===== src/hw/rtl/owb_pkg.sv =====
// owb_pkg: shared types, constants and helpers of the single-wire bus master
// used by the sequencer, the top level and the testbench

package owb_pkg;

  // slot timer width and saturation value
  localparam int unsigned TimerBits = 10;
  localparam int unsigned CfgBits   = 10;
  localparam int unsigned NumCfg    = 8;
  localparam int unsigned CfgIdxBits = $clog2(NumCfg);
  localparam logic [TimerBits-1:0] TimerMax = {TimerBits{1'b1}};

  typedef logic [TimerBits-1:0] timer_t;
  typedef logic [CfgBits-1:0]   cfg_word_t;

  // configuration register indexes
  typedef enum logic [CfgIdxBits-1:0] {
    REG_RESET_LOW   = 3'd0,
    REG_RECOVERY    = 3'd1,
    REG_PRES_TMO    = 3'd2,
    REG_PRES_MAXLOW = 3'd3,
    REG_SHORT_LOW   = 3'd4,
    REG_LONG_LOW    = 3'd5,
    REG_SAMPLE_DLY  = 3'd6,
    REG_READ_TAIL   = 3'd7
  } cfg_idx_t;

  // reset values of the configuration registers
  localparam cfg_word_t RstResetLow   = 10'd750;
  localparam cfg_word_t RstRecovery   = 10'd15;
  localparam cfg_word_t RstPresTmo    = 10'd200;
  localparam cfg_word_t RstPresMaxLow = 10'd240;
  localparam cfg_word_t RstShortLow   = 10'd2;
  localparam cfg_word_t RstLongLow    = 10'd60;
  localparam cfg_word_t RstSampleDly  = 10'd12;
  localparam cfg_word_t RstReadTail   = 10'd50;

  typedef struct packed {
    cfg_word_t reset_low_time;
    cfg_word_t recovery_time;
    cfg_word_t presence_timeout;
    cfg_word_t presence_max_low;
    cfg_word_t short_low_time;
    cfg_word_t long_low_time;
    cfg_word_t sample_delay;
    cfg_word_t read_tail_time;
  } cfg_t;

  // request kinds and commands
  typedef enum logic {
    KIND_TICK = 1'b0,
    KIND_CMD  = 1'b1
  } kind_t;

  typedef enum logic [1:0] {
    CMD_RESET = 2'd0,
    CMD_WRITE = 2'd1,
    CMD_READ  = 2'd2,
    CMD_NONE  = 2'd3
  } cmd_t;

  typedef enum logic [1:0] {
    ST_OK       = 2'd0,
    ST_NO_PRES  = 2'd1,
    ST_PRES_LONG = 2'd2
  } status_t;

  typedef enum logic [3:0] {
    PH_IDLE      = 4'd0,
    PH_RST_LOW   = 4'd1,
    PH_RST_REC   = 4'd2,
    PH_PRES_WAIT = 4'd3,
    PH_PRES_LOW  = 4'd4,
    PH_WR_LOW    = 4'd5,
    PH_WR_HIGH   = 4'd6,
    PH_RD_LOW    = 4'd7,
    PH_RD_REL    = 4'd8,
    PH_RD_TAIL   = 4'd9
  } phase_t;

  // one request as seen by the sequencer
  typedef struct packed {
    logic       kind;
    logic [1:0] command;
    logic [7:0] write_data;
    logic       line_level;
  } req_t;

  // one result
  typedef struct packed {
    logic       drive_low;
    logic       busy_res;
    logic       done_res;
    logic [1:0] status;
    logic [7:0] read_data;
  } res_t;

  // clamp a duration to the timer range
  function automatic timer_t limit_of(input cfg_word_t d);
    logic [31:0] dx;
    dx = 32'(d);
    if (dx > 32'(TimerMax)) begin
      return TimerMax;
    end
    return TimerBits'(dx);
  endfunction

endpackage


===== src/hw/rtl/owb_req_if.sv =====
// owb_req_if: request channel carrying ticks and commands
// depends on nothing but plain logic types

interface owb_req_if;
  logic       valid;
  logic       ready;
  logic       kind;
  logic [1:0] command;
  logic [7:0] write_data;
  logic       line_level;

  modport source (output valid, kind, command, write_data, line_level, input ready);
  modport sink   (input valid, kind, command, write_data, line_level, output ready);
endinterface


===== src/hw/rtl/owb_res_if.sv =====
// owb_res_if: result channel carrying bus drive, busy, done, status and read byte
// depends on nothing but plain logic types

interface owb_res_if;
  logic       valid;
  logic       ready;
  logic       drive_low;
  logic       busy_res;
  logic       done_res;
  logic [1:0] status;
  logic [7:0] read_data;

  modport source (output valid, drive_low, busy_res, done_res, status, read_data,
                  input ready);
  modport sink   (input valid, drive_low, busy_res, done_res, status, read_data,
                  output ready);
endinterface


===== src/hw/rtl/owb_cfg_if.sv =====
// owb_cfg_if: configuration write channel with register index and data
// depends on nothing but plain logic types

interface owb_cfg_if;
  logic       valid;
  logic       ready;
  logic [2:0] reg_index;
  logic [9:0] wdata;

  modport source (output valid, reg_index, wdata, input ready);
  modport sink   (input valid, reg_index, wdata, output ready);
endinterface


===== src/hw/rtl/owb_seq.sv =====
// owb_seq: bus phase sequencer, slot timer, bit shifter and status registers
// depends on owb_pkg; advances once per accepted request

module owb_seq (
  input  logic            clk,
  input  logic            rst_n,
  input  logic            req_acc,
  input  owb_pkg::req_t   req,
  input  owb_pkg::cfg_t   cfg,
  output owb_pkg::res_t   res
);

  owb_pkg::phase_t phase_r, phase_nxt;
  owb_pkg::timer_t cnt_r, cnt_nxt;
  logic [2:0]      bit_r, bit_nxt;
  logic [7:0]      shift_r, shift_nxt;
  logic [1:0]      op_r, op_nxt;
  logic [1:0]      status_r, status_nxt;
  logic [7:0]      rdata_r, rdata_nxt;
  logic            done;

  owb_pkg::cfg_word_t dur;
  owb_pkg::timer_t    cnt_inc;
  logic               ends;
  logic               low_bit;

  // duration of the current phase
  assign low_bit = shift_r[0];
  always_comb begin
    unique case (phase_r)
      owb_pkg::PH_RST_LOW:   dur = cfg.reset_low_time;
      owb_pkg::PH_RST_REC:   dur = cfg.recovery_time;
      owb_pkg::PH_PRES_WAIT: dur = cfg.presence_timeout;
      owb_pkg::PH_PRES_LOW:  dur = cfg.presence_max_low;
      owb_pkg::PH_WR_LOW:    dur = low_bit ? cfg.short_low_time : cfg.long_low_time;
      owb_pkg::PH_WR_HIGH:   dur = low_bit ? cfg.long_low_time : cfg.short_low_time;
      owb_pkg::PH_RD_LOW:    dur = cfg.short_low_time;
      owb_pkg::PH_RD_REL:    dur = cfg.sample_delay;
      owb_pkg::PH_RD_TAIL:   dur = cfg.read_tail_time;
      default:               dur = '0;
    endcase
  end

  // saturating tick count and end of phase
  assign cnt_inc = (cnt_r < owb_pkg::TimerMax) ? cnt_r + 1'b1 : cnt_r;
  assign ends    = cnt_inc >= owb_pkg::limit_of(dur);

  // next state
  always_comb begin
    phase_nxt  = phase_r;
    cnt_nxt    = cnt_r;
    bit_nxt    = bit_r;
    shift_nxt  = shift_r;
    op_nxt     = op_r;
    status_nxt = status_r;
    rdata_nxt  = rdata_r;
    done       = 1'b0;
    if (req_acc) begin
      if (req.kind == owb_pkg::KIND_CMD) begin
        if (phase_r == owb_pkg::PH_IDLE && req.command != owb_pkg::CMD_NONE) begin
          op_nxt  = req.command;
          bit_nxt = '0;
          cnt_nxt = '0;
          unique case (req.command)
            owb_pkg::CMD_RESET: phase_nxt = owb_pkg::PH_RST_LOW;
            owb_pkg::CMD_WRITE: begin
              shift_nxt = req.write_data;
              phase_nxt = owb_pkg::PH_WR_LOW;
            end
            owb_pkg::CMD_READ: begin
              shift_nxt = '0;
              phase_nxt = owb_pkg::PH_RD_LOW;
            end
            default: phase_nxt = phase_r;
          endcase
        end
      end else if (phase_r != owb_pkg::PH_IDLE) begin
        cnt_nxt = cnt_inc;
        unique case (phase_r)
          owb_pkg::PH_RST_LOW: begin
            if (ends) begin
              phase_nxt = owb_pkg::PH_RST_REC;
              cnt_nxt   = '0;
            end
          end
          owb_pkg::PH_RST_REC: begin
            if (ends) begin
              phase_nxt = owb_pkg::PH_PRES_WAIT;
              cnt_nxt   = '0;
            end
          end
          owb_pkg::PH_PRES_WAIT: begin
            if (!req.line_level) begin
              // line low starts presence and counts as its first tick
              if (owb_pkg::limit_of(cfg.presence_max_low) <= owb_pkg::timer_t'(1)) begin
                status_nxt = owb_pkg::ST_PRES_LONG;
                phase_nxt  = owb_pkg::PH_IDLE;
                cnt_nxt    = '0;
                done       = 1'b1;
              end else begin
                phase_nxt = owb_pkg::PH_PRES_LOW;
                cnt_nxt   = owb_pkg::timer_t'(1);
              end
            end else if (ends) begin
              status_nxt = owb_pkg::ST_NO_PRES;
              phase_nxt  = owb_pkg::PH_IDLE;
              cnt_nxt    = '0;
              done       = 1'b1;
            end else begin
              cnt_nxt = cnt_inc;
            end
          end
          owb_pkg::PH_PRES_LOW: begin
            if (req.line_level) begin
              status_nxt = owb_pkg::ST_OK;
              phase_nxt  = owb_pkg::PH_IDLE;
              cnt_nxt    = '0;
              done       = 1'b1;
            end else if (ends) begin
              status_nxt = owb_pkg::ST_PRES_LONG;
              phase_nxt  = owb_pkg::PH_IDLE;
              cnt_nxt    = '0;
              done       = 1'b1;
            end
          end
          owb_pkg::PH_WR_LOW: begin
            if (ends) begin
              phase_nxt = owb_pkg::PH_WR_HIGH;
              cnt_nxt   = '0;
            end
          end
          owb_pkg::PH_WR_HIGH: begin
            if (ends) begin
              shift_nxt = {1'b0, shift_r[7:1]};
              cnt_nxt   = '0;
              if (bit_r == 3'd7) begin
                bit_nxt    = '0;
                status_nxt = owb_pkg::ST_OK;
                phase_nxt  = owb_pkg::PH_IDLE;
                done       = 1'b1;
              end else begin
                bit_nxt   = bit_r + 1'b1;
                phase_nxt = owb_pkg::PH_WR_LOW;
              end
            end
          end
          owb_pkg::PH_RD_LOW: begin
            if (ends) begin
              phase_nxt = owb_pkg::PH_RD_REL;
              cnt_nxt   = '0;
            end
          end
          owb_pkg::PH_RD_REL: begin
            // sample the line into the top of the shifter
            if (ends) begin
              shift_nxt = {req.line_level, shift_r[7:1]};
              phase_nxt = owb_pkg::PH_RD_TAIL;
              cnt_nxt   = '0;
            end
          end
          owb_pkg::PH_RD_TAIL: begin
            if (ends) begin
              cnt_nxt = '0;
              if (bit_r == 3'd7) begin
                bit_nxt    = '0;
                status_nxt = owb_pkg::ST_OK;
                phase_nxt  = owb_pkg::PH_IDLE;
                done       = 1'b1;
              end else begin
                bit_nxt   = bit_r + 1'b1;
                phase_nxt = owb_pkg::PH_RD_LOW;
              end
            end
          end
          default: begin
            phase_nxt = owb_pkg::PH_IDLE;
            cnt_nxt   = '0;
          end
        endcase
        // a finished read publishes its byte
        if (done && op_r == owb_pkg::CMD_READ) begin
          rdata_nxt = shift_r;
        end
      end
    end
  end

  // result fields from the updated state
  always_comb begin
    res.drive_low = (phase_nxt == owb_pkg::PH_RST_LOW) || (phase_nxt == owb_pkg::PH_WR_LOW)
                 || (phase_nxt == owb_pkg::PH_RD_LOW);
    res.busy_res  = phase_nxt != owb_pkg::PH_IDLE;
    res.done_res  = done;
    res.status    = status_nxt;
    res.read_data = rdata_nxt;
  end

  // state registers
  always_ff @(posedge clk) begin
    if (!rst_n) begin
      phase_r  <= owb_pkg::PH_IDLE;
      cnt_r    <= '0;
      bit_r    <= '0;
      shift_r  <= '0;
      op_r     <= '0;
      status_r <= '0;
      rdata_r  <= '0;
    end else begin
      phase_r  <= phase_nxt;
      cnt_r    <= cnt_nxt;
      bit_r    <= bit_nxt;
      shift_r  <= shift_nxt;
      op_r     <= op_nxt;
      status_r <= status_nxt;
      rdata_r  <= rdata_nxt;
    end
  end

endmodule


===== src/hw/rtl/one_wire_bus_master.sv =====
// one_wire_bus_master: top level with config registers, sequencer and result register
// depends on owb_pkg, owb_req_if, owb_res_if, owb_cfg_if and owb_seq
//
// Single-wire bus master driven by requests: a tick request advances the slot
// timer one unit and carries the sampled line level, a command request starts
// a reset/presence, byte write or byte read when idle (otherwise it is
// dropped). Every request gives exactly one result in the cycle after it is taken;
// one request is taken every clock, limited only by the result register, which is
// refilled in the same cycle it is drained. The eight 10-bit timing registers
// are written through the config channel, which is always ready.

module one_wire_bus_master (
  input  logic        clk,
  input  logic        rst_n,
  owb_req_if.sink     in_ch,
  owb_res_if.source   out_ch,
  owb_cfg_if.sink     cfg_ch
);

  owb_pkg::cfg_t cfg_r;
  owb_pkg::req_t req;
  owb_pkg::res_t res;
  owb_pkg::res_t res_r;
  logic          out_valid_r;
  logic          req_acc;

  // configuration writes
  assign cfg_ch.ready = 1'b1;
  always_ff @(posedge clk) begin
    if (!rst_n) begin
      cfg_r.reset_low_time   <= owb_pkg::RstResetLow;
      cfg_r.recovery_time    <= owb_pkg::RstRecovery;
      cfg_r.presence_timeout <= owb_pkg::RstPresTmo;
      cfg_r.presence_max_low <= owb_pkg::RstPresMaxLow;
      cfg_r.short_low_time   <= owb_pkg::RstShortLow;
      cfg_r.long_low_time    <= owb_pkg::RstLongLow;
      cfg_r.sample_delay     <= owb_pkg::RstSampleDly;
      cfg_r.read_tail_time   <= owb_pkg::RstReadTail;
    end else if (cfg_ch.valid) begin
      unique case (owb_pkg::cfg_idx_t'(cfg_ch.reg_index))
        owb_pkg::REG_RESET_LOW:   cfg_r.reset_low_time   <= cfg_ch.wdata;
        owb_pkg::REG_RECOVERY:    cfg_r.recovery_time    <= cfg_ch.wdata;
        owb_pkg::REG_PRES_TMO:    cfg_r.presence_timeout <= cfg_ch.wdata;
        owb_pkg::REG_PRES_MAXLOW: cfg_r.presence_max_low <= cfg_ch.wdata;
        owb_pkg::REG_SHORT_LOW:   cfg_r.short_low_time   <= cfg_ch.wdata;
        owb_pkg::REG_LONG_LOW:    cfg_r.long_low_time    <= cfg_ch.wdata;
        owb_pkg::REG_SAMPLE_DLY:  cfg_r.sample_delay     <= cfg_ch.wdata;
        owb_pkg::REG_READ_TAIL:   cfg_r.read_tail_time   <= cfg_ch.wdata;
        default:                  cfg_r <= cfg_r;
      endcase
    end
  end

  // request handshake: take a request whenever the result slot frees up
  assign in_ch.ready = !out_valid_r || out_ch.ready;
  assign req_acc     = in_ch.valid && in_ch.ready;

  assign req.kind       = in_ch.kind;
  assign req.command    = in_ch.command;
  assign req.write_data = in_ch.write_data;
  assign req.line_level = in_ch.line_level;

  owb_seq u_seq (
    .clk     (clk),
    .rst_n   (rst_n),
    .req_acc (req_acc),
    .req     (req),
    .cfg     (cfg_r),
    .res     (res)
  );

  // result register
  always_ff @(posedge clk) begin
    if (!rst_n) begin
      out_valid_r <= 1'b0;
    end else if (req_acc) begin
      out_valid_r <= 1'b1;
    end else if (out_ch.ready) begin
      out_valid_r <= 1'b0;
    end
  end

  always_ff @(posedge clk) begin
    if (req_acc) begin
      res_r <= res;
    end
  end

  assign out_ch.valid     = out_valid_r;
  assign out_ch.drive_low = res_r.drive_low;
  assign out_ch.busy_res  = res_r.busy_res;
  assign out_ch.done_res  = res_r.done_res;
  assign out_ch.status    = res_r.status;
  assign out_ch.read_data = res_r.read_data;

endmodule


===== src/flat_wrapper.sv =====
// flat-port wrapper written by rule: the top's interface ports become plain ports
module one_wire_bus_master_flat 
  (clk, rst_n, in_ch_valid, in_ch_kind, in_ch_command, in_ch_write_data, in_ch_line_level, in_ch_ready, out_ch_valid, out_ch_drive_low, out_ch_busy_res, out_ch_done_res, out_ch_status, out_ch_read_data, out_ch_ready, cfg_ch_valid, cfg_ch_reg_index, cfg_ch_wdata, cfg_ch_ready);
  owb_req_if in_ch_i ();
  owb_res_if out_ch_i ();
  owb_cfg_if cfg_ch_i ();
  input  logic clk;
  input  logic rst_n;
  input wire logic [$bits(in_ch_i.valid)-1:0] in_ch_valid;
  input wire logic [$bits(in_ch_i.kind)-1:0] in_ch_kind;
  input wire logic [$bits(in_ch_i.command)-1:0] in_ch_command;
  input wire logic [$bits(in_ch_i.write_data)-1:0] in_ch_write_data;
  input wire logic [$bits(in_ch_i.line_level)-1:0] in_ch_line_level;
  output wire logic [$bits(in_ch_i.ready)-1:0] in_ch_ready;
  output wire logic [$bits(out_ch_i.valid)-1:0] out_ch_valid;
  output wire logic [$bits(out_ch_i.drive_low)-1:0] out_ch_drive_low;
  output wire logic [$bits(out_ch_i.busy_res)-1:0] out_ch_busy_res;
  output wire logic [$bits(out_ch_i.done_res)-1:0] out_ch_done_res;
  output wire logic [$bits(out_ch_i.status)-1:0] out_ch_status;
  output wire logic [$bits(out_ch_i.read_data)-1:0] out_ch_read_data;
  input wire logic [$bits(out_ch_i.ready)-1:0] out_ch_ready;
  input wire logic [$bits(cfg_ch_i.valid)-1:0] cfg_ch_valid;
  input wire logic [$bits(cfg_ch_i.reg_index)-1:0] cfg_ch_reg_index;
  input wire logic [$bits(cfg_ch_i.wdata)-1:0] cfg_ch_wdata;
  output wire logic [$bits(cfg_ch_i.ready)-1:0] cfg_ch_ready;
  assign in_ch_i.valid = in_ch_valid;
  assign in_ch_i.kind = in_ch_kind;
  assign in_ch_i.command = in_ch_command;
  assign in_ch_i.write_data = in_ch_write_data;
  assign in_ch_i.line_level = in_ch_line_level;
  assign in_ch_ready = in_ch_i.ready;
  assign out_ch_valid = out_ch_i.valid;
  assign out_ch_drive_low = out_ch_i.drive_low;
  assign out_ch_busy_res = out_ch_i.busy_res;
  assign out_ch_done_res = out_ch_i.done_res;
  assign out_ch_status = out_ch_i.status;
  assign out_ch_read_data = out_ch_i.read_data;
  assign out_ch_i.ready = out_ch_ready;
  assign cfg_ch_i.valid = cfg_ch_valid;
  assign cfg_ch_i.reg_index = cfg_ch_reg_index;
  assign cfg_ch_i.wdata = cfg_ch_wdata;
  assign cfg_ch_ready = cfg_ch_i.ready;
  one_wire_bus_master u_core (.clk(clk), .rst_n(rst_n), .in_ch(in_ch_i), .out_ch(out_ch_i), .cfg_ch(cfg_ch_i));
endmodule

===== config.mk =====
export PLATFORM = sky130hd
export DESIGN_NAME = one_wire_bus_master_flat
export DESIGN_NICKNAME = d
export VERILOG_FILES = /design/src/hw/rtl/owb_pkg.sv /design/src/hw/rtl/owb_req_if.sv /design/src/hw/rtl/owb_res_if.sv /design/src/hw/rtl/owb_cfg_if.sv /design/src/hw/rtl/owb_seq.sv /design/src/hw/rtl/one_wire_bus_master.sv /design/src/flat_wrapper.sv
export SDC_FILE = /design/constraint.sdc
export NUM_CORES = 1
export LEC_CHECK = 0
export ABC_AREA = 1
export BUFFER_PORTS_ARGS = -buffer_cell sky130_fd_sc_hd__buf_2
export CORE_ASPECT_RATIO = 0.8
export CORE_UTILIZATION = 37
export DETAILED_ROUTE_END_ITERATION = 12
export PLACE_DENSITY = 0.56
export SLEW_MARGIN = 10
export SYNTH_ARGS = -nofsm -noshare
export SYNTH_HDL_FRONTEND = slang
export SYNTH_HIERARCHICAL = 1
export SYNTH_SLANG_ARGS = --single-unit

===== constraint.sdc =====
create_clock -name clk -period 4.45 [get_ports clk]
set_clock_uncertainty 0.1 [all_clocks]
set_input_delay 0.445 -clock clk [delete_from_list [all_inputs] [get_ports clk]]
set_output_delay 0.445 -clock clk [all_outputs]
set_load 0.05 [all_outputs]

==> impl_metrics.tcl, run 1 <==
set metrics [dict create \
    grt_pass1_wl_um 33400 \
    syn_inst 1006 \
    coreArea_um2 18200 \
    clkLatencyLatePin_ns 0.44 \
    die_h_um 124 \
    power_leakage_nw 3.61 \
    place.port_buffers 44 \
    worstSetupEndpointType "flop" \
    placed_area_um2 7310 \
    dp_hpwl_um 14500 \
    status "completed" \
    final_common_cell "nand2_1" \
    syn_to_final_growth_pct 15.5 \
    cts_resized 0 \
    stdcell_count 1290 \
    critPathKind "reg2reg" \
    synth_flop_cell "dfxtp_1" \
    gp_congestion 0.909 \
    powerDensity_nw_per_um2 394 \
    synth_edf_count 13 \
    root_buffer "clkbuf_16" \
    synthesis.nets 1052 \
    tightest_slew_ns 0.938 \
    dieArea_um2 19100 \
    numCtsBuffers 17 \
    vias 6632 \
    initial_core_util 0.378 \
    yosysWarnings 6 \
    antenna_cells 0 \
    ys_types 47 \
    antenna_found_initial 0 \
    critPathRequiredTime_ns 4.55 \
    num_io_pins 46 \
    synth-seq-cells 131 \
    arrival_ns 4.07 \
    clk_pin_slew_ns 0.07 \
    r2r_start "u_core/u_seq/phase_r[1]" \
    grt_start_max_net_pins 53 \
    dpl.cell_count 1258 \
    cap_violations 0 \
    cts.sinks 131 \
    ant_nets 0 \
    syn_area_um2 6860 \
    slew_headroom 0.374 \
    tns_ns 0 \
    timing.rr.end "u_core/out_ch.read_data[1]" \
    final_cell_mix "nand2_1 (263), nor2_1 (154), dfxtp_1 (118), nand3_1 (100), inv_1 (96)" \
    hold_depth 3 \
    rrSetupSlack_ns 0.48 \
    setup_viol 0 \
    ir_drop_mv 0.215 \
    hold_buffers 0 \
    hold_viol 0 \
    hold_class "in2reg" \
    cp_max_fo 12 \
    maxClockFrequency_mhz 252 \
    drt_first_iter_violations 565 \
    final_cell_area_um2 7920 \
    worstRegToRegCells 23 \
    start_kind "flop" \
    drive_gt1_frac 0.126 \
    cts_htree_levels 4 \
    avgViaCountPerCell 5.14 \
    drc 0 \
    die_x_um 154 \
    timing.final.crit_share 0.893 \
    routed_wl_um 20700 \
    cts_tree "yes" \
    period_needed_ns 3.97 \
    grt_pass1_vias 6241 \
    rsz0062_at_grt "false" \
    final_max_slew_viol_count 0 \
    cp-startpoint "u_core/u_seq/phase_r[1]" \
    synth_seq_area_share 0.401 \
    crit_end "u_core/out_ch.read_data[1]" \
    dr.pass1.iters 7 \
    cts_setup_buffers 0 \
    synth_area_per_cell_um2 6.82 \
    routedWlPerCell_um 16.1 \
    worstHoldStart "cfg_ch_wdata[0]" \
    globalRouteTotalUtil 0.231 \
    nets 1093 \
    row_count 44 \
    max-clock-path-buffers 2 \
    async_flop_share 0 \
    grt_overflow 0 \
]
[metal layers]
layer | track usage | routed length [µm]
met1 | 0.341 | 10700
met2 | 0.332 | 8470
met4 | 0.0731 | 248
met5 | 0 | 0
met3 | 0.0487 | 1370
[state kept, by name (all words and copies together), names as in the netlist]
register                 count
u_core/cfg_r                80
u_core/out_ch.busy_res       1
u_core/out_ch.done_res       1
u_core/out_ch.drive_low      1
u_core/out_ch.read_data      8
u_core/out_ch.status         2
u_core/out_ch.valid          1
u_core/u_seq/bit_r           3
u_core/u_seq/cnt_r          10
u_core/u_seq/op_r            2
u_core/u_seq/phase_r         4
u_core/u_seq/rdata_r         8
u_core/u_seq/shift_r         8
u_core/u_seq/status_r        2
[report_power, final]
| part | internal (mW) | total [mW] | switching, mW |
|---|---|---|---|
| Sequential | 1.23 | 1.26 | 0.0267 |
| Clock | 0.833 | 1.46 | 0.624 |
| Combinational | 0.118 | 0.399 | 0.281 |
| Total | 2.19 | 3.12 | 0.931 |
[Yosys cell counts (2+ instances only)]
library cell    n  area [µm²]
nand2_1       263         987
nor2_1        154         578
dfxtp_1       118        2360
nand3_1       100         500
inv_1          96         360
a21oi_1        59         295
o21ai_0        39         195
ha_1           16         200
clkbuf_1       13        48.8
edfxtp_1       13         390
nor2_2         13        81.3
nand4_1        12        75.1
buf_2          11        55.1
a22o_1         10        87.6
inv_2           7        26.3
nand2_2         7        43.8
o22ai_1         7        43.8
a2111oi_0       6        52.6
buf_1           6        22.5
buf_4           5        37.5
nor3_1          5        25.0
a211oi_1        4        30.0
nor2_4          4        45.0
o2111ai_1       4        35.0
o21ai_1         4        20.0
clkinv_1        3        11.3
xor2_1          3        26.3
buf_6           2        22.5
o21ai_2         2        17.5
or2_2           2        12.5
xnor2_1         2        17.5
[cell type report]
type	count	area [µm²]
clock inverters	14	160
flip-flops and latches	131	2750
clock buffers	18	450
well taps	230	288
repair buffers	59	345
multi-input cells	731	3520
fillers	1915	10200
inverters	107	407
[kinds of logic after synthesis]
kind of cell,count (synthesis),share of synthesized area
flip-flops,131,0.401
XOR/XNOR,5,0.00638
AND/OR/NAND/NOR,565,0.350
AO/OA/AOI/OAI,143,0.124
adder cells (fa/ha/maj),16,0.0292
multiplexers,1,0.00164
buffers and inverters,144,0.0865
other,1,0.000547
[per-stage QoR]
step	hold slack [ns]	setup slack, ns	power [mW]	utilization
2_1_floorplan	0.329	1.35	1.56	-
3_3_place_gp	0.341	0.582	1.68	0.402
3_5_place_dp	0.345	0.556	1.68	0.402
4_1_cts	0.136	0.540	3.14	0.436
5_1_grt	0.155	0.116	3.25	0.436
6_report	0.143	0.476	3.12	0.436
[worst min path at each step]
stage                            end  slack, ns
floorplan           u_core/cfg_r[44]       0.33
global placement    u_core/cfg_r[45]       0.34
detailed placement  u_core/cfg_r[44]       0.35
CTS                 u_core/cfg_r[60]       0.14
global route        u_core/cfg_r[60]       0.16
finish              u_core/cfg_r[60]       0.14
[worst max-delay path, stage by stage, from the launching register on]
cell	delay [ns]
dfxtp_1	0.45
inv_2	0.09
nand2_2	0.09
inv_2	0.04
nand2_1	0.43
a21oi_1	0.08
a21oi_1	0.13
nand3_1	0.09
a2111oi_0	0.52
buf_4	0.23
ha_1	0.12
nand2_1	0.06
nor2_1	0.15
nand3_1	0.09
nand3_1	0.17
buf_4	0.21
nand3_1	0.08
nand2_1	0.07
inv_1	0.07
nand2_4	0.11
buf_12	0.12
nand4_1	0.07
nand2_1	0.12
inv_1	0.05
No activity file was read; power rests on OpenSTA's default activity.
==> run 2: changes to the inputs <==
==> constraint.sdc (replaced) <==
create_clock -name clk -period 4.45 [get_ports clk]
set_clock_uncertainty 0.1 [all_clocks]
set_input_delay 1.335 -clock clk [delete_from_list [all_inputs] [get_ports clk]]
set_output_delay 1.335 -clock clk [all_outputs]
set_load 0.05 [all_outputs]
==> impl_metrics.tcl, run 2 (synthesis gave the netlist of run 1 again) <==
set metrics [dict create \
    worstSetupEndpointType "flop" \
    root_buffer "clkbuf_16" \
    rsz0062_at_grt "false" \
    critPathKind "reg2reg" \
    antenna_found_initial 0 \
    max-clock-path-buffers 2 \
    status "completed" \
    maxClockFrequency_mhz 247 \
    vias 6655 \
    drive_gt1_frac 0.129 \
    drt_first_iter_violations 661 \
    final_cell_mix "nand2_1 (263), nor2_1 (154), dfxtp_1 (118), nand3_1 (100), inv_1 (96)" \
    cp_max_fo 8 \
    hold_viol 0 \
    hold_class "reg2reg" \
    syn_to_final_growth_pct 15.1 \
    routed_wl_um 20600 \
    cp_common_cell "nand2_1" \
    cts_tree "yes" \
    grt_start_max_net_pins 50 \
    total_power_mw 3.00 \
    tns_ns 0 \
    gp_congestion 0.886 \
    dr.pass1.iters 6 \
    dp_hpwl_um 14800 \
    nets 1096 \
    period_needed_ns 4.05 \
    initial_core_util 0.378 \
    final_common_cell "nand2_1" \
    dieArea_um2 19100 \
    clk_pin_slew_ns 0.06 \
    grt_pass1_vias 6086 \
    globalRouteTotalUtil 0.227 \
    critPathSlowestCell "a2111oi_2" \
    slew_headroom 0.295 \
    antenna_cells 0 \
    arrival_ns 4.13 \
    ant_nets 0 \
    top_register "u_core/cfg_r" \
    clkLatencyLatePin_ns 0.42 \
    critPathBufInv 6 \
    timing.final.crit_share 0.910 \
    die_h_um 124 \
    drc 0 \
    largest_reg_flops 80 \
    final_util 0.435 \
    grt_overflow 0 \
    tightest_slew_ns 1.05 \
    power_leakage_nw 3.60 \
    ir_drop_mv 0.160 \
    avgViaCountPerCell 5.15 \
    reg_top3 "u_core/cfg_r x80, u_core/u_seq/cnt_r x10" \
    cts_setup_buffers 0 \
    final_max_slew_viol_count 0 \
    path_delay_family "simple AND/OR/NAND/NOR gates" \
    num_io_pins 46 \
    cts_htree_levels 4 \
    numCtsBuffers 17 \
    grt_pass1_wl_um 33000 \
    routedWlPerCell_um 16.0 \
    critPathRequiredTime_ns 4.53 \
    start_kind "flop" \
    path_cells "inv_1 -> nand2_2 -> inv_2 -> nand3_1 -> inv_1 -> nand2_1 -> o21ai_0 -> a2111oi_2 -> buf_4 -> ha_1 -> nand2_1 -> a21oi_1 -> nor2_1 -> nand3_1 -> nand2_1 -> inv_1 -> o21ai_1 -> nand2_4 -> nand3_4 -> nand2_1 -> nand2_1 -> inv_1" \
    setup_viol 0 \
    coreArea_um2 18200 \
    cap_violations 0 \
    row_count 44 \
    cts.sinks 131 \
    die_x_um 154 \
    crit_path_max_incr_delay_ns 0.46 \
    powerDensity_nw_per_um2 380 \
    place.port_buffers 44 \
]
[run 2: what timing repair did]
| action | 4_1_cts | 5_1_grt |
|---|---|---|
| resized for setup | 0 | 2 |
| endpoints found under the hold margin | 0 | 0 |
| hold buffers | 0 | 0 |
| endpoints found under the setup margin | 0 | 28 |
[run 2: path summary, 6_finish.rpt]
| kind | start | endpoint | slack [ns] | depth (start not counted) |
|---|---|---|---|---|
| max | u_core/u_seq/phase_r[3] | u_core/out_ch.read_data[0] | 0.40 | 22 |
| min | u_core/cfg_r[45] | u_core/cfg_r[45] | 0.36 | 2 |
| max reg2reg | u_core/u_seq/phase_r[3] | u_core/out_ch.read_data[0] | 0.40 | 22 |
| min reg2reg | u_core/cfg_r[45] | u_core/cfg_r[45] | 0.36 | 2 |
[run 2: final cells by class]
type                            instances  area [µm²]
Sequential cell                       131        2750
Inverter                              107         407
Clock inverter                         15         131
Tap cell                              230         288
Multi-Input combinational cell        731        3520
Clock buffer                           17         425
Fill cell                            1916       10300
Timing Repair Buffer                   62         368
[run 2: worst register-to-register path: stages (launching register included)]
cell	delay (ns)
dfxtp_1	0.38
inv_1	0.09
nand2_2	0.09
inv_2	0.06
nand3_1	0.32
inv_1	0.32
nand2_1	0.13
o21ai_0	0.12
a2111oi_2	0.46
buf_4	0.19
ha_1	0.21
nand2_1	0.07
a21oi_1	0.04
nor2_1	0.09
nand3_1	0.22
nand2_1	0.14
inv_1	0.06
o21ai_1	0.24
nand2_4	0.13
nand3_4	0.14
nand2_1	0.08
nand2_1	0.08
inv_1	0.04
[run 2: through the flow]
| stage | cells | instance area, µm² | setup WS, ns | hold WS (ns) |
|---|---|---|---|---|
| 2_1_floorplan | 1006 | 6860 | 0.773 | 0.329 |
| 3_3_place_gp | 1261 | 7330 | 0.486 | 0.347 |
| 3_5_place_dp | 1261 | 7330 | 0.305 | 0.344 |
| 4_1_cts | 1293 | 7890 | 0.290 | 0.360 |
| 5_1_grt | 1293 | 7900 | 0.0440 | 0.386 |
| 6_report | 1293 | 7900 | 0.403 | 0.357 |
[run 2: power by group]
part	internal, mW	switching [mW]	leakage (nW)
logic	0.124	0.280	2.23
registers	1.23	0.0271	1.09
clock network	0.772	0.565	0.281
total	2.13	0.872	3.60
[run 2: metal layers]
metal,track usage,vias up,routed length [µm]
met3,0.0501,23,1400
met2,0.330,224,8210
met5,0,-,0
met1,0.335,3051,10700
met4,0.0600,0,271
li1,-,3357,-
==> run 3: changes to the inputs <==
--- a/config.mk
+++ b/config.mk
@@ -8,9 +8,9 @@
 export ABC_AREA = 1
 export BUFFER_PORTS_ARGS = -buffer_cell sky130_fd_sc_hd__buf_2
 export CORE_ASPECT_RATIO = 0.8
-export CORE_UTILIZATION = 37
+export CORE_UTILIZATION = 61
 export DETAILED_ROUTE_END_ITERATION = 12
-export PLACE_DENSITY = 0.56
+export PLACE_DENSITY = 0.83
 export SLEW_MARGIN = 10
 export SYNTH_ARGS = -nofsm -noshare
 export SYNTH_HDL_FRONTEND = slang
==> impl_metrics.tcl, run 3 (synthesis gave the netlist of run 1 again) <==
set metrics [dict create \
    initial_core_util 0.630 \
    clk_pin_slew_ns 0.06 \
    avgViaCountPerCell 5.76 \
    final_common_cell "nand2_1" \
    routed_wl_um 19300 \
    tightest_slew_ns 0.832 \
    final_cell_area_um2 7740 \
    routedWlPerCell_um 16.1 \
    num_io_pins 46 \
    p_clk_frac 0.458 \
    power_leakage_nw 3.57 \
    p_seq_frac 0.413 \
    clkLatencyLatePin_ns 0.42 \
    root_buffer "clkbuf_16" \
    internal-power_mw 2.23 \
    drc 0 \
    total_power_mw 3.06 \
    placed_area_um2 7150 \
    powerDensity_nw_per_um2 395 \
    cap_violations 0 \
    grt_pass1_vias 6039 \
    tns_ns 0 \
    cts.sinks 131 \
    reg_top3 "u_core/cfg_r x80, u_core/u_seq/cnt_r x10" \
    critPathKind "reg2reg" \
    die_x_um 121 \
    combPwrFrac 0.129 \
    maxClockFrequency_mhz 256 \
    hold_buffers 0 \
    cts_resized 0 \
    dieArea_um2 11700 \
    antenna_cells 0 \
    grt_pass1_wl_um 31100 \
    p_sw_mw 0.834 \
    ant_nets 0 \
    rsz0062_at_grt "false" \
    syn_to_final_growth_pct 12.8 \
    cp_max_fo 9 \
    drt_first_iter_violations 989 \
    max-clock-path-buffers 2 \
    place.port_buffers 44 \
    cts_setup_buffers 0 \
    die_h_um 96.9 \
    numCtsBuffers 17 \
    largest_reg_flops 80 \
    vias 6910 \
    antenna_found_initial 0 \
    start_kind "flop" \
    row_count 34 \
    grt_start_max_net_pins 57 \
    timing.final.crit_share 0.877 \
    fillCellCount 914 \
    sw_frac_of_total 0.273 \
    hold_class "reg2reg" \
    slew_headroom 0.444 \
    setup_viol 0 \
    globalRouteTotalUtil 0.340 \
    grt_overflow 0 \
    status "completed" \
    worstSetupEndpointType "flop" \
    dr.pass1.iters 7 \
    hold_depth 2 \
    arrival_ns 3.98 \
    cts_htree_levels 4 \
    drive_gt1_frac 0.118 \
    ir_drop_mv 0.262 \
    worstRegToRegCells 23 \
    gp_congestion 0.991 \
    hold_viol 0 \
    period_needed_ns 3.90 \
    final_max_slew_viol_count 0 \
    dp_hpwl_um 13700 \
    coreArea_um2 10900 \
    nets 1088 \
    top_register "u_core/cfg_r" \
    final_cell_mix "nand2_1 (263), nor2_1 (154), dfxtp_1 (118), nand3_1 (100), inv_1 (96)" \
    critPathRequiredTime_ns 4.53 \
    cts_tree "yes" \
]
==> run 3: changes by cell type in the layout (fill, tap and decap cells not counted), sizes merged <==
cell | previous run | this run
buf | 62 | 54
bufinv | 1 | 3
inv | 107 | 105
clkbuf | 17 | 18
clkinv | 14 | 13
==> run 3: power groups by stage <==
stage               sequential [mW]  clock (mW)  combinational [mW]
global placement               1.29           0               0.371
detailed placement             1.29           0               0.379
floorplan                      1.31           0               0.251
finish                         1.27        1.40               0.394
global route                   1.27        1.46               0.430
CTS                            1.26        1.41               0.383
==> run 3: layout make-up <==
class	instances	area [µm²]	area share
clock buffer	18	429	0.0555
sequential	131	2750	0.356
multi-input combinational	731	3510	0.454
clock inverter	14	160	0.0207
timing repair buffer	54	295	0.0382
tap	144	180	0.0233
inverter	107	407	0.0525
==> run 3: metal layers <==
metal	vias to the layer above	wire length, µm	GRT usage
met5	-	0	0
met2	448	8180	0.495
met3	42	2340	0.0660
met1	3082	8470	0.506
met4	0	337	0.102
li1	3338	-	-
==> run 3: stage by stage <==
| stage | util | setup WS, ns | hold WS (ns) | cells |
|---|---|---|---|---|
| after CTS | 0.711 | 0.625 | 0.363 | 1199 |
| after floorplan | - | 0.773 | 0.329 | 1006 |
| after global routing | 0.711 | 0.255 | 0.384 | 1199 |
| after global placement | 0.656 | 0.731 | 0.342 | 1167 |
| after detailed placement | 0.656 | 0.638 | 0.349 | 1167 |
| final | 0.711 | 0.549 | 0.361 | 1199 |
==> run 3: worst paths after layout <==
check                          startpoint                         end  slack [ns]
setup / recovery  u_core/u_seq/phase_r[3]  u_core/out_ch.read_data[4]        0.55
hold / removal            u_core/cfg_r[5]             u_core/cfg_r[5]        0.36
setup reg to reg  u_core/u_seq/phase_r[3]  u_core/out_ch.read_data[4]        0.55
hold reg to reg           u_core/cfg_r[5]             u_core/cfg_r[5]        0.36
==> run 3: worst max-delay path, stage by stage, from the launching register on <==
cell       delay [ns]
dfxtp_1          0.38
inv_1            0.10
nand2_2          0.10
inv_2            0.06
nand2_1          0.19
inv_1            0.23
nand2_1          0.11
o2111ai_1        0.13
a2111oi_0        0.55
ha_1             0.37
nand2_1          0.07
nand2_1          0.05
nand2_1          0.05
nand2_1          0.06
nand2_1          0.06
nand3_1          0.14
nand2_1          0.12
inv_1            0.06
o21ai_1          0.24
nand2_4          0.15
nand3_4          0.13
nand2_1          0.07
nand2_1          0.08
inv_1            0.04
